==> config.mk <==
export PLATFORM = sky130hd
export DESIGN_NAME = sorted_timer_table_unit
export DESIGN_NICKNAME = d
export VERILOG_FILES = /design/src/rtl/stt_pkg.sv /design/src/rtl/stt_ram.sv /design/src/rtl/sorted_timer_table_unit.sv
export SDC_FILE = /design/constraint.sdc
export NUM_CORES = 2
export LEC_CHECK = 0
export BUFFER_PORTS_ARGS = -buffer_cell sky130_fd_sc_hd__buf_2
export CORE_MARGIN = 10
export CORE_UTILIZATION = 57
export CTS_CLUSTER_SIZE = 8
export DETAILED_ROUTE_END_ITERATION = 7
export PLACE_DENSITY = 0.76
export SYNTH_ARGS = -nofsm -noshare
export SYNTH_HDL_FRONTEND = slang
export SYNTH_HIERARCHICAL = 1
export SYNTH_SLANG_ARGS = --single-unit
==> constraint.sdc <==
create_clock -name clk -period 12.2 [get_ports clk]
set_clock_uncertainty 0.1 [all_clocks]
set_input_delay 1.22 -clock clk [delete_from_list [all_inputs] [get_ports clk]]
set_output_delay 1.22 -clock clk [all_outputs]
set_load 0.05 [all_outputs]
==> src/rtl/stt_pkg.sv <==
// ----------------------------------------------------------------------------
// stt_pkg
// Shared types and codes for the sorted timer table.
// ----------------------------------------------------------------------------
package stt_pkg;

  localparam int SLOTS_DEF = 16;

  localparam logic [1:0] REQ_CREATE = 2'd0;
  localparam logic [1:0] REQ_DELETE = 2'd1;
  localparam logic [1:0] REQ_TICK   = 2'd2;
  localparam logic [1:0] REQ_CLEAR  = 2'd3;

  localparam logic [2:0] ST_OK          = 3'd0;
  localparam logic [2:0] ST_FULL        = 3'd1;
  localparam logic [2:0] ST_OVERFLOW    = 3'd2;
  localparam logic [2:0] ST_RUNNING     = 3'd3;
  localparam logic [2:0] ST_NOT_RUNNING = 3'd4;

  localparam logic [39:0] MAX40 = 40'hFF_FFFF_FFFF;

  typedef struct packed {
    logic [39:0] expiry;
    logic [39:0] start;
    logic [8:0]  ident;
    logic [31:0] period;
  } entry_t;

endpackage

==> src/rtl/stt_ram.sv <==
// ----------------------------------------------------------------------------
// stt_ram
// Generic simple dual-port RAM, one write and one registered read port.
// ----------------------------------------------------------------------------
module stt_ram #(
  parameter int WIDTH = 8,
  parameter int DEPTH = 16
) (
  input  logic                                   clk,
  input  logic                                   we,
  input  logic [(DEPTH > 1 ? $clog2(DEPTH) : 1)-1:0] waddr,
  input  logic [WIDTH-1:0]                       wdata,
  input  logic [(DEPTH > 1 ? $clog2(DEPTH) : 1)-1:0] raddr,
  output logic [WIDTH-1:0]                       rdata
);

  logic [WIDTH-1:0] mem [DEPTH];

  always_ff @(posedge clk) begin
    if (we) begin
      mem[waddr] <= wdata;
    end
    rdata <= mem[raddr];
  end

endmodule

==> src/rtl/sorted_timer_table_unit.sv <==
// ----------------------------------------------------------------------------
// sorted_timer_table_unit
// Timer table kept sorted by expiry in RAM; create, delete, tick and clear.
// ----------------------------------------------------------------------------
// channel | direction | ports
// in      | input     | in_valid, in_stall, in_req_type .. in_now_sec
// out     | output    | out_valid, out_stall, out_status .. out_last
//
// Requests are handled one at a time by a sequencer over the entry RAM, each
// entry visited by a read state and its wait state: create and delete are a
// lookup plus a shift; a tick scans the expired prefix, then removes each fired
// timer, reinserts periodic ones, and gives one result per fired timer (one if none).
// Reset (synchronous) empties the table; RAM contents are not cleared.
// Results wait in an output register; the next request is taken meanwhile.
module sorted_timer_table_unit
  import stt_pkg::*;
#(
  parameter int SLOTS = SLOTS_DEF
) (
  input  logic        clk,
  input  logic        rst_n,
  input  logic        in_valid,
  output logic        in_stall,
  input  logic [1:0]  in_req_type,
  input  logic [7:0]  in_timer_id,
  input  logic [31:0] in_interval,
  input  logic        in_loop_mode,
  input  logic [31:0] in_now_sec,
  output logic        out_valid,
  input  logic        out_stall,
  output logic [2:0]  out_status,
  output logic        out_fired,
  output logic [7:0]  out_fired_id,
  output logic        out_fired_periodic,
  output logic [4:0]  out_timer_count,
  output logic        out_last
);

  localparam int IW = (SLOTS > 1) ? $clog2(SLOTS) : 1;
  localparam int CW = $clog2(SLOTS + 1);
  localparam int EW = $bits(entry_t);

  localparam logic [4:0] S_IDLE     = 5'd0;
  localparam logic [4:0] S_FIND     = 5'd1;
  localparam logic [4:0] S_FIND_W   = 5'd2;
  localparam logic [4:0] S_EMIT1    = 5'd3;
  localparam logic [4:0] S_SHL      = 5'd4;
  localparam logic [4:0] S_SHL_W    = 5'd5;
  localparam logic [4:0] S_INS      = 5'd6;
  localparam logic [4:0] S_INS_W    = 5'd7;
  localparam logic [4:0] S_SHR      = 5'd8;
  localparam logic [4:0] S_SHR_W    = 5'd9;
  localparam logic [4:0] S_TSCAN    = 5'd10;
  localparam logic [4:0] S_TSCAN_W  = 5'd11;
  localparam logic [4:0] S_THEAD    = 5'd12;
  localparam logic [4:0] S_THEAD_W  = 5'd13;
  localparam logic [4:0] S_TREARM   = 5'd14;
  localparam logic [4:0] S_TREARM2  = 5'd15;
  localparam logic [4:0] S_TOUT     = 5'd16;
  localparam logic [4:0] S_TOUT_W   = 5'd17;

  logic [4:0]    state_r, state_nxt;
  logic [CW-1:0] cnt_r, cnt_nxt;
  logic [CW-1:0] i_r, i_nxt;
  logic [CW-1:0] pos_r, pos_nxt;
  logic [CW-1:0] pre_r, pre_nxt;
  logic [CW-1:0] nf_r, nf_nxt;
  logic [CW-1:0] j_r, j_nxt;
  logic [2:0]    st_r, st_nxt;

  logic [1:0]    req_r, req_nxt;
  logic [7:0]    id_r, id_nxt;
  logic [31:0]   ivl_r, ivl_nxt;
  logic          loop_r, loop_nxt;
  logic [31:0]   now_r, now_nxt;
  entry_t        cur_r, cur_nxt;

  logic          ov_r, ov_nxt;
  logic [2:0]    os_r, os_nxt;
  logic          of_r, of_nxt;
  logic [7:0]    oid_r, oid_nxt;
  logic          op_r, op_nxt;
  logic [4:0]    oc_r, oc_nxt;
  logic          ol_r, ol_nxt;

  logic          m_we;
  logic [IW-1:0] m_waddr, m_raddr;
  entry_t        m_wdata, m_rdata;
  logic [EW-1:0] m_rraw;

  logic          f_we;
  logic [8:0]    f_rdata;

  logic          out_free;
  logic [32:0]   sum33;
  logic [40:0]   sum_s, sum_e;
  logic [39:0]   sat_s, sat_e;

  assign in_stall = (state_r != S_IDLE);
  assign out_free = !ov_r || !out_stall;
  assign m_rdata  = entry_t'(m_rraw);

  assign sum33 = {1'b0, now_r} + {1'b0, ivl_r};
  assign sum_s = {1'b0, cur_r.start} + {9'd0, cur_r.period};
  assign sat_s = sum_s[40] ? MAX40 : sum_s[39:0];
  assign sum_e = {1'b0, cur_r.start} + {9'd0, cur_r.period};
  assign sat_e = sum_e[40] ? MAX40 : sum_e[39:0];

  stt_ram #(.WIDTH(EW), .DEPTH(SLOTS)) u_tab (
    .clk   (clk),
    .we    (m_we),
    .waddr (m_waddr),
    .wdata (m_wdata),
    .raddr (m_raddr),
    .rdata (m_rraw)
  );

  stt_ram #(.WIDTH(9), .DEPTH(SLOTS)) u_fired (
    .clk   (clk),
    .we    (f_we),
    .waddr (nf_r[IW-1:0]),
    .wdata (m_rdata.ident),
    .raddr (j_r[IW-1:0]),
    .rdata (f_rdata)
  );

  always_comb begin
    state_nxt = state_r;
    cnt_nxt   = cnt_r;
    i_nxt     = i_r;
    pos_nxt   = pos_r;
    pre_nxt   = pre_r;
    nf_nxt    = nf_r;
    j_nxt     = j_r;
    st_nxt    = st_r;
    req_nxt   = req_r;
    id_nxt    = id_r;
    ivl_nxt   = ivl_r;
    loop_nxt  = loop_r;
    now_nxt   = now_r;
    cur_nxt   = cur_r;
    ov_nxt    = ov_r && out_stall;
    os_nxt    = os_r;
    of_nxt    = of_r;
    oid_nxt   = oid_r;
    op_nxt    = op_r;
    oc_nxt    = oc_r;
    ol_nxt    = ol_r;
    m_we      = 1'b0;
    m_waddr   = i_r[IW-1:0];
    m_wdata   = m_rdata;
    m_raddr   = i_r[IW-1:0];
    f_we      = 1'b0;

    case (state_r)
      S_IDLE: begin
        if (in_valid) begin
          req_nxt  = in_req_type;
          id_nxt   = in_timer_id;
          ivl_nxt  = in_interval;
          loop_nxt = in_loop_mode;
          now_nxt  = in_now_sec;
          i_nxt    = '0;
          st_nxt   = ST_OK;
          case (in_req_type)
            REQ_CREATE, REQ_DELETE: state_nxt = S_FIND;
            REQ_TICK:               state_nxt = S_TSCAN;
            default: begin
              cnt_nxt   = '0;
              state_nxt = S_EMIT1;
            end
          endcase
        end
      end

      S_FIND: begin
        if (i_r == cnt_r) begin
          if (req_r == REQ_DELETE) begin
            st_nxt    = ST_NOT_RUNNING;
            state_nxt = S_EMIT1;
          end else if (cnt_r == CW'(SLOTS)) begin
            st_nxt    = ST_FULL;
            state_nxt = S_EMIT1;
          end else if (sum33[32]) begin
            st_nxt    = ST_OVERFLOW;
            state_nxt = S_EMIT1;
          end else begin
            cur_nxt.expiry = {8'd0, sum33[31:0]};
            cur_nxt.start  = {8'd0, now_r};
            cur_nxt.ident  = {loop_r, id_r};
            cur_nxt.period = ivl_r;
            i_nxt          = '0;
            state_nxt      = S_INS;
          end
        end else begin
          state_nxt = S_FIND_W;
        end
      end

      S_FIND_W: begin
        if (m_rdata.ident[7:0] == id_r) begin
          if (req_r == REQ_DELETE) begin
            pos_nxt   = i_r;
            state_nxt = S_SHL;
          end else begin
            st_nxt    = ST_RUNNING;
            state_nxt = S_EMIT1;
          end
        end else begin
          i_nxt     = i_r + CW'(1);
          state_nxt = S_FIND;
        end
      end

      S_EMIT1: begin
        if (out_free) begin
          ov_nxt    = 1'b1;
          os_nxt    = st_r;
          of_nxt    = 1'b0;
          oid_nxt   = 8'd0;
          op_nxt    = 1'b0;
          oc_nxt    = 5'(cnt_r);
          ol_nxt    = 1'b1;
          state_nxt = S_IDLE;
        end
      end

      S_SHL: begin
        m_raddr = IW'(pos_r + CW'(1));
        if (({1'b0, pos_r} + (CW+1)'(1)) < {1'b0, cnt_r}) begin
          state_nxt = S_SHL_W;
        end else begin
          cnt_nxt   = cnt_r - CW'(1);
          state_nxt = (req_r == REQ_TICK) ? S_TREARM : S_EMIT1;
        end
      end

      S_SHL_W: begin
        m_we      = 1'b1;
        m_waddr   = pos_r[IW-1:0];
        pos_nxt   = pos_r + CW'(1);
        state_nxt = S_SHL;
      end

      S_INS: begin
        if (i_r == cnt_r) begin
          pos_nxt   = i_r;
          state_nxt = S_SHR;
        end else begin
          state_nxt = S_INS_W;
        end
      end

      S_INS_W: begin
        if (m_rdata.expiry <= cur_r.expiry) begin
          i_nxt     = i_r + CW'(1);
          state_nxt = S_INS;
        end else begin
          pos_nxt   = i_r;
          i_nxt     = cnt_r;
          state_nxt = S_SHR;
        end
      end

      S_SHR: begin
        m_raddr = IW'(i_r - CW'(1));
        if (i_r > pos_r) begin
          state_nxt = S_SHR_W;
        end else begin
          m_we      = 1'b1;
          m_waddr   = pos_r[IW-1:0];
          m_wdata   = cur_r;
          cnt_nxt   = cnt_r + CW'(1);
          state_nxt = (req_r == REQ_TICK) ? S_THEAD : S_EMIT1;
        end
      end

      S_SHR_W: begin
        m_we      = 1'b1;
        m_waddr   = i_r[IW-1:0];
        i_nxt     = i_r - CW'(1);
        state_nxt = S_SHR;
      end

      S_TSCAN: begin
        if (i_r == cnt_r) begin
          pre_nxt   = i_r;
          nf_nxt    = '0;
          state_nxt = (i_r == '0) ? S_EMIT1 : S_THEAD;
        end else begin
          state_nxt = S_TSCAN_W;
        end
      end

      S_TSCAN_W: begin
        if (m_rdata.expiry <= {8'd0, now_r}) begin
          i_nxt     = i_r + CW'(1);
          state_nxt = S_TSCAN;
        end else begin
          pre_nxt   = i_r;
          nf_nxt    = '0;
          state_nxt = (i_r == '0) ? S_EMIT1 : S_THEAD;
        end
      end

      S_THEAD: begin
        m_raddr = '0;
        if (pre_r == '0) begin
          j_nxt     = '0;
          state_nxt = S_TOUT;
        end else begin
          state_nxt = S_THEAD_W;
        end
      end

      S_THEAD_W: begin
        cur_nxt   = m_rdata;
        f_we      = 1'b1;
        nf_nxt    = nf_r + CW'(1);
        pre_nxt   = pre_r - CW'(1);
        pos_nxt   = '0;
        state_nxt = S_SHL;
      end

      S_TREARM: begin
        if (cur_r.ident[8]) begin
          cur_nxt.start = sat_s;
          state_nxt     = S_TREARM2;
        end else begin
          state_nxt = S_THEAD;
        end
      end

      S_TREARM2: begin
        cur_nxt.expiry = sat_e;
        i_nxt          = pre_r;
        state_nxt      = S_INS;
      end

      S_TOUT: begin
        state_nxt = S_TOUT_W;
      end

      S_TOUT_W: begin
        if (out_free) begin
          ov_nxt  = 1'b1;
          os_nxt  = ST_OK;
          of_nxt  = 1'b1;
          oid_nxt = f_rdata[7:0];
          op_nxt  = f_rdata[8];
          oc_nxt  = 5'(cnt_r);
          ol_nxt  = ((j_r + CW'(1)) == nf_r);
          j_nxt   = j_r + CW'(1);
          state_nxt = ((j_r + CW'(1)) == nf_r) ? S_IDLE : S_TOUT;
        end
      end

      default: begin
        state_nxt = S_IDLE;
      end
    endcase
  end

  always_ff @(posedge clk) begin
    if (!rst_n) begin
      state_r <= S_IDLE;
      cnt_r   <= '0;
      ov_r    <= 1'b0;
    end else begin
      state_r <= state_nxt;
      cnt_r   <= cnt_nxt;
      ov_r    <= ov_nxt;
    end
    i_r    <= i_nxt;
    pos_r  <= pos_nxt;
    pre_r  <= pre_nxt;
    nf_r   <= nf_nxt;
    j_r    <= j_nxt;
    st_r   <= st_nxt;
    req_r  <= req_nxt;
    id_r   <= id_nxt;
    ivl_r  <= ivl_nxt;
    loop_r <= loop_nxt;
    now_r  <= now_nxt;
    cur_r  <= cur_nxt;
    os_r   <= os_nxt;
    of_r   <= of_nxt;
    oid_r  <= oid_nxt;
    op_r   <= op_nxt;
    oc_r   <= oc_nxt;
    ol_r   <= ol_nxt;
  end

  assign out_valid          = ov_r;
  assign out_status         = os_r;
  assign out_fired          = of_r;
  assign out_fired_id       = oid_r;
  assign out_fired_periodic = op_r;
  assign out_timer_count    = oc_r;
  assign out_last           = ol_r;

endmodule
# Word level (Yosys, flattened, before mapping)
# Memory sizes are Yosys's and may differ from the RTL's. A register that Yosys moved wholly into a read port is not among the register bits.
# Cells that the tools add are included.
[totals] register_bits=254 latchBits=0 ramBits=2080 romBits=0 in_bits=79 out_inout_bits=21 elab_cells=219 mem_count=2
[classes] addsub=11 multipliers=0 n_div=0 magnitude_cmp=4 eq_ne=47 shift=0 muxes=94 bitwise=0 n_reduce_logical=37
[memory_table] name="u_tab.mem" words=16 width=121 rd=1 rd_clocked_by_memory_dff=1 wr=1 line="stt_ram.sv:17" rtl="logic [WIDTH-1:0] mem [DEPTH];"
[memory_table] name="u_fired.mem" words=16 width=9 rd=1 rd_clocked_by_memory_dff=1 wr=1 line="stt_ram.sv:17"
[ops] cell="2-to-1 mux 121 bit" count=6
[ops] cell="case mux 40 bit (3 select lines)" count=2
[ops] cell="2-to-1 mux 5 bit" count=28
[ops] cell="case mux 5 bit (17 select lines)" count=1
[ops] cell="case mux 41 bit (2 select lines)" count=1
[ops] cell="2-to-1 mux 40 bit" count=2
[ops] cell="case mux 5 bit (3 select lines)" count=3
[ops] cell="!= test 2 bit (second input constant)" count=21
[ops] cell="adder 40 x 32 -> 41 bit" count=1
[ops] cell="equality test 5 x 4 -> 1 bit (second input constant)" count=8
[ops] cell="<= comparator 40 x 32 -> 1 bit" count=1
[ops] cell="<= comparator 40 bit" count=1
[ops] cell="2-to-1 mux 4 bit" count=10
[ops] cell="2-to-1 mux 3 bit" count=13
[ops] cell="case mux 5 bit (7 select lines)" count=1
[ops] cell="adder 32 x 32 -> 33 bit" count=1
[ops] cell="adder 5 x 1 -> 5 bit (second input constant)" count=5
[ops] cell="case mux 5 bit (5 select lines)" count=1
[ops] cell="equality test 5 x 3 -> 1 bit (second input constant)" count=4
[ops] cell="AND reduction 5 bit" count=4
[ops] cell="2-to-1 mux 8 bit" count=2
[ops] cell="case mux 4 bit (2 select lines)" count=2
[ops] cell="case mux 8 bit (2 select lines)" count=1
[ops] cell="equality test 5 bit (second input constant)" count=3
[ops] cell="other kinds (33)" count=71

# Longest topological paths before layout
[logic_depth] depth_word=6 mapped_depth=14 ltp_nobuf=12

# By module
# Netlist, hierarchy kept.
[modules_own_cells] module="stt_ram (u_tab)" instances=1 cells_each=3092 area_each_um2=74672.9 seq_area_each_um2=60558.1
[modules_own_cells] module="sorted_timer_table_unit" instances=1 cells_each=2013 area_each_um2=18716.7 seq_area_each_um2=7517.2
[modules_own_cells] module="stt_ram (u_fired)" instances=1 cells_each=254 area_each_um2=5780.5 seq_area_each_um2=4504.3

# Least setup slack after synthesis
# No wires, ideal clock.
[synth_path] path_kind="flip-flop to flip-flop" startpoint="register i_r[0]" endpoint="memory u_tab/mem[0][0] in the netlist's numbering (enable)" setup_time_ps=749 arrival_time_ps=10631 required_time_ps=11351 path_slack_ps=720 stages_incl_launch_ff=12 path_buffers=1 period_less_slack_ps=11480 cell_sequence="edfxtp_1 > clkbuf_1 > inv_1 > ha_1 > nor2b_1 > o21a_1 > o21ai_0 > a21o_1 > a21oi_1 > o21ai_0 > or3b_2 > nor3_1"
[synth_between] elab_cells_between_ends=7 classes_between="order compare: 1; mux: 6"
[synth_rtl] element="start: declaration" line="sorted_timer_table_unit.sv:64" rtl="logic [CW-1:0] i_r, i_nxt;"
[synth_rtl] element="start signal: assignment" line="sorted_timer_table_unit.sv:374" rtl="i_r <= i_nxt;"
[synth_rtl] element="> comparator 5 bit" line="sorted_timer_table_unit.sv:267" rtl="if (i_r > pos_r) begin"
[synth_rtl] element="2-to-1 mux 4 bit" line="sorted_timer_table_unit.sv:267"
[synth_rtl] element="case mux 4 bit (2 select lines)" line="sorted_timer_table_unit.sv:155" rtl="case (state_r)"
[synth_rtl] element="named net m_waddr[2]" line="sorted_timer_table_unit.sv:87" rtl="logic [IW-1:0] m_waddr, m_raddr;"
[synth_rtl] element="end: declaration" line="stt_ram.sv:17"
# The timed path passes the listed nets, and every way through them passes these cells.

# Worst setup path in the final report
[layout_path] startpoint="register state_r[0]" endpoint="memory u_tab/mem[12][54] in the netlist's numbering (enable)"
[layout_between] elab_cells_between_ends=8 classes_between="eq/ne: 3; mux: 4; reduce/logical: 1"
[layout_rtl] element="start: declaration" line="sorted_timer_table_unit.sv:62" rtl="logic [4:0] state_r, state_nxt;"
[layout_rtl] element="start signal: assignment" line="sorted_timer_table_unit.sv:370" rtl="state_r <= state_nxt;"
[layout_rtl] element="equality test 5 x 4 -> 1 bit / equality test 5 x 3 -> 1 bit (equally long branches)" line="sorted_timer_table_unit.sv:155"
[layout_rtl] element="case mux 4 bit (2 select lines) *" line="sorted_timer_table_unit.sv:155"
[layout_rtl] element="named net m_waddr[2]" line="sorted_timer_table_unit.sv:87"
# Mark *: on every way through the listed nets, which the timed path passes. The rest lies on a longest branch.

==> impl_metrics.env <==
export IMPL_synthArstFlopShare_pct=0
export IMPL_synth_xor_area_share_pct=0.698
export IMPL_clock_sinks=2464
export IMPL_min_period_over_period_pct=49.9
export IMPL_die_area_um2=191000
export IMPL_layout_setup_ws_ns=6.11
export IMPL_critical_path_max_stage_delay_ns=0.90
export IMPL_cp_top_family="buffers and inverters"
export IMPL_crit_path_start_kind="register"
export IMPL_nFillCells=11300
export IMPL_grt_usage_pct=26.3
export IMPL_dp_cells=7642
export IMPL_cp_data_arrival_time_ns=6.51
export IMPL_vias=54900
export IMPL_fin_crit_ns=6.09
export IMPL_cts_hold_buf=0
export IMPL_synth_top_family_by_area="multiplexers"
export IMPL_p_leak_nw=37.8
export IMPL_gp_congestion=0.920
export IMPL_nets=5916
export IMPL_peakVddDrop_mv=0.316
export IMPL_synth_area_per_cell_um2=18.5
export IMPL_post_cts_buffers=0
export IMPL_dp_slack_ns=6.32
export IMPL_regArea_um2=72600
export IMPL_core_um2=173000
export IMPL_synthAdderAreaFrac_pct=2.00
export IMPL_io_buffers=99
export IMPL_critPathRequiredTime_ns=12.62
export IMPL_drcViolationCount=0
export IMPL_drive_gt1_share_pct=20.9
export IMPL_synth_most_common_cell="edfxtp_1"
export IMPL_path_cells="or2_2, nor2_1, buf_4, nand2_1, inv_1, a21oi_1, nand2_1, o21ai_0, nand3_1, nor3_2, buf_4, buf_4, buf_4"
export IMPL_drv_cap=0
export IMPL_syn_num_nets=5595
export IMPL_wl_per_cell_um=30.9
export IMPL_vias_per_cell=6.66
export IMPL_diodes=0
export IMPL_yosysTopAreaCell="edfxtp_1"
export IMPL_min_path_type="input port to register"
export IMPL_worstMarginPinSlew_ns=1.40
export IMPL_start_util_pct=57.2
export IMPL_finalMaxSlewViolations=0
export IMPL_grt_max_degree=160
export IMPL_setup_viol=0
export IMPL_syn_area_um2=99200
export IMPL_cts_made_buffers=360
export IMPL_endpoint_kind="register"
export IMPL_relSlewSlack_pct=6.73
export IMPL_hold_viol=0
export IMPL_synthSimpleGateAreaFrac_pct=3.75
export IMPL_multiInputGateArea_um2=25100
export IMPL_ys_seq_elements=2464
export IMPL_rsz0062_at_grt="false"
export IMPL_antenna_found_initial=5
export IMPL_cpMostUsedCell="buf_4"
export IMPL_clkTransAtPathRegs_ns=0.06
export IMPL_hpwl_um=135000
export IMPL_layoutNonFillerInstCount=8244
export IMPL_totalWireLength_um=255000
export IMPL_status="finished, final reports clean"
export IMPL_power_density_nw_per_um2=282
export IMPL_cp_slowest_cell="buf_4"
export IMPL_critPathBufInv=5
export IMPL_cts_tree="done"
export IMPL_rows=153
export IMPL_drtPass1Iterations=8
export IMPL_setup_tns_final_ns=0
export IMPL_io_pins=100
export IMPL_ctsRootBufferMaster="clkbuf_16"
export IMPL_synthMuxAreaShare_pct=12.9
export IMPL_ant_nets=0
export IMPL_die_h_um=437
export IMPL_p_total_w=0.0318
export IMPL_die_width_um=437
export IMPL_clockBufferDepth=4
export IMPL_ys_top_cells_by_count="2323 x edfxtp_1, 505 x mux4_2, 437 x nand2_1"
export IMPL_clkLatencyLatePin_ns=0.96
export IMPL_htreeDepth=5
export IMPL_synth_ff_type="edfxtp_1"
export IMPL_synth_edf_count=2323
export IMPL_synth_top_area_share_pct=70.3
export IMPL_ys_seq_area_share_pct=73.2
export IMPL_synth_area_leaders="edfxtp_1 70%, mux4_2 11%, dfxtp_1 2.8%"
export IMPL_grt_pass1_vias=55900
export IMPL_area_growth_pct=13.7
export IMPL_synthDistinctLibCells=87
export IMPL_syn_inst=5359
export IMPL_cts_resized=0
export IMPL_synth_compound_area_share_pct=5.70
export IMPL_drt_iter0_drc=6892
export IMPL_critical_path_class="register to register"
export IMPL_grt_pass1_wl_um=375000
export IMPL_clock_fmax_mhz=164
export IMPL_synth_warnings=6
export IMPL_grt_ovfl_total=0
export IMPL_critical_path_max_fanout=50
==> flip-flops by register name, summed over array words and instances, names as in the netlist, 3 cells and up <==
register / count
ivl_r: 32
now_r: 32
pre_r: 5
st_r: 3
cur_r: 121
out_status: 3
state_r: 5
i_r: 5
u_fired/mem: 144
out_timer_count: 5
u_tab/mem: 1936
u_tab/rdata: 121
j_r: 5
pos_r: 5
out_fired_id: 8
id_r: 8
u_fired/rdata: 9
cnt_r: 5
nf_r: 5
==> where the power goes <==
part	internal [W]	leakage [nW]	total, W	switching (W)
sequential	0.0114	22.2	0.0121	0.000733
combinational	0.00431	10.7	0.0108	0.00646
clock	0.00552	4.83	0.00894	0.00343
total	0.0212	37.8	0.0318	0.0106
==> cells by family after synthesis <==
group,Yosys count
DFF,2464
and+or+nand+nor,837
AOI/OAI and AO/OA,834
muxes,616
buffers and inverters,372
adders and majority gates,157
xor gates and xnor gates,79
==> placed cells by master (no fill, tap or decap), types with 8 or more instances in the layout <==
cell,netlist,final
nor3_1,36,30
inv_1,108,108
a21oi_1,122,122
a221o_1,9,9
o21a_1,15,15
nor2b_1,23,21
edfxtp_1,2323,2323
o21ai_0,178,177
o21bai_1,9,9
o22ai_1,12,12
o221ai_1,12,10
dfxtp_1,141,141
and3_1,14,12
mux4_1,15,15
xnor2_1,46,46
o211ai_1,24,24
nand3_1,59,59
a22oi_1,294,294
clkbuf_1,145,224
nand2_1,437,435
xor2_1,33,33
mux2_2,85,85
buf_2,21,99
nor2_4,0,14
a21o_1,44,44
and2_1,26,24
a211oi_1,16,16
clkbuf_16,0,366
buf_12,1,16
nand2b_1,15,15
mux2i_1,11,11
nand4_1,28,28
o31ai_1,8,8
buf_4,42,106
ha_1,154,154
or3_1,12,12
a31oi_1,17,17
nor4_1,14,14
mux4_2,505,505
nor2_1,143,127
==> layout make-up <==
class / count / area share [%]
sequential: 2464 / 64.4
multi-input combinational: 2523 / 22.3
clock buffer: 591 / 8.88
tap: 2325 / 2.58
timing repair buffer: 222 / 1.44
inverter: 109 / 0.365
clock inverter: 10 / 0.0987
==> worst paths after layout <==
path                         start           endpoint  slack [ns]  cells past startpoint
setup reg to reg        state_r[0]  u_tab/mem[12][54]        6.11                     13
setup / recovery        state_r[0]  u_tab/mem[12][54]        6.11                     13
hold reg to reg   u_fired/rdata[5]    out_fired_id[5]        0.40                      1
hold / removal      in_timer_id[1]            id_r[1]        0.34                      1
==> routing by layer <==
metal | up-vias | track usage [%] | wire (um)
met4 | 2 | 11.6 | 11900
met1 | 28300 | 34.8 | 92600
met5 | - | 0 | 14
li1 | 22500 | - | -
met2 | 3427 | 43.4 | 127000
met3 | 659 | 4.45 | 24000
==> stage by stage <==
| step | hold WS (ns) | util [%] | cell area (um^2) |
|---|---|---|---|
| after floorplan | 0.382 | - | 99200 |
| after CTS | 0.291 | 65.0 | 113000 |
| final | 0.338 | 65.0 | 113000 |
| after global placement | 0.392 | 59.2 | 103000 |
| after detailed placement | 0.394 | 59.2 | 103000 |
| after global routing | 0.306 | 65.0 | 113000 |
Note: power is estimated with default switching activity, not from simulation.
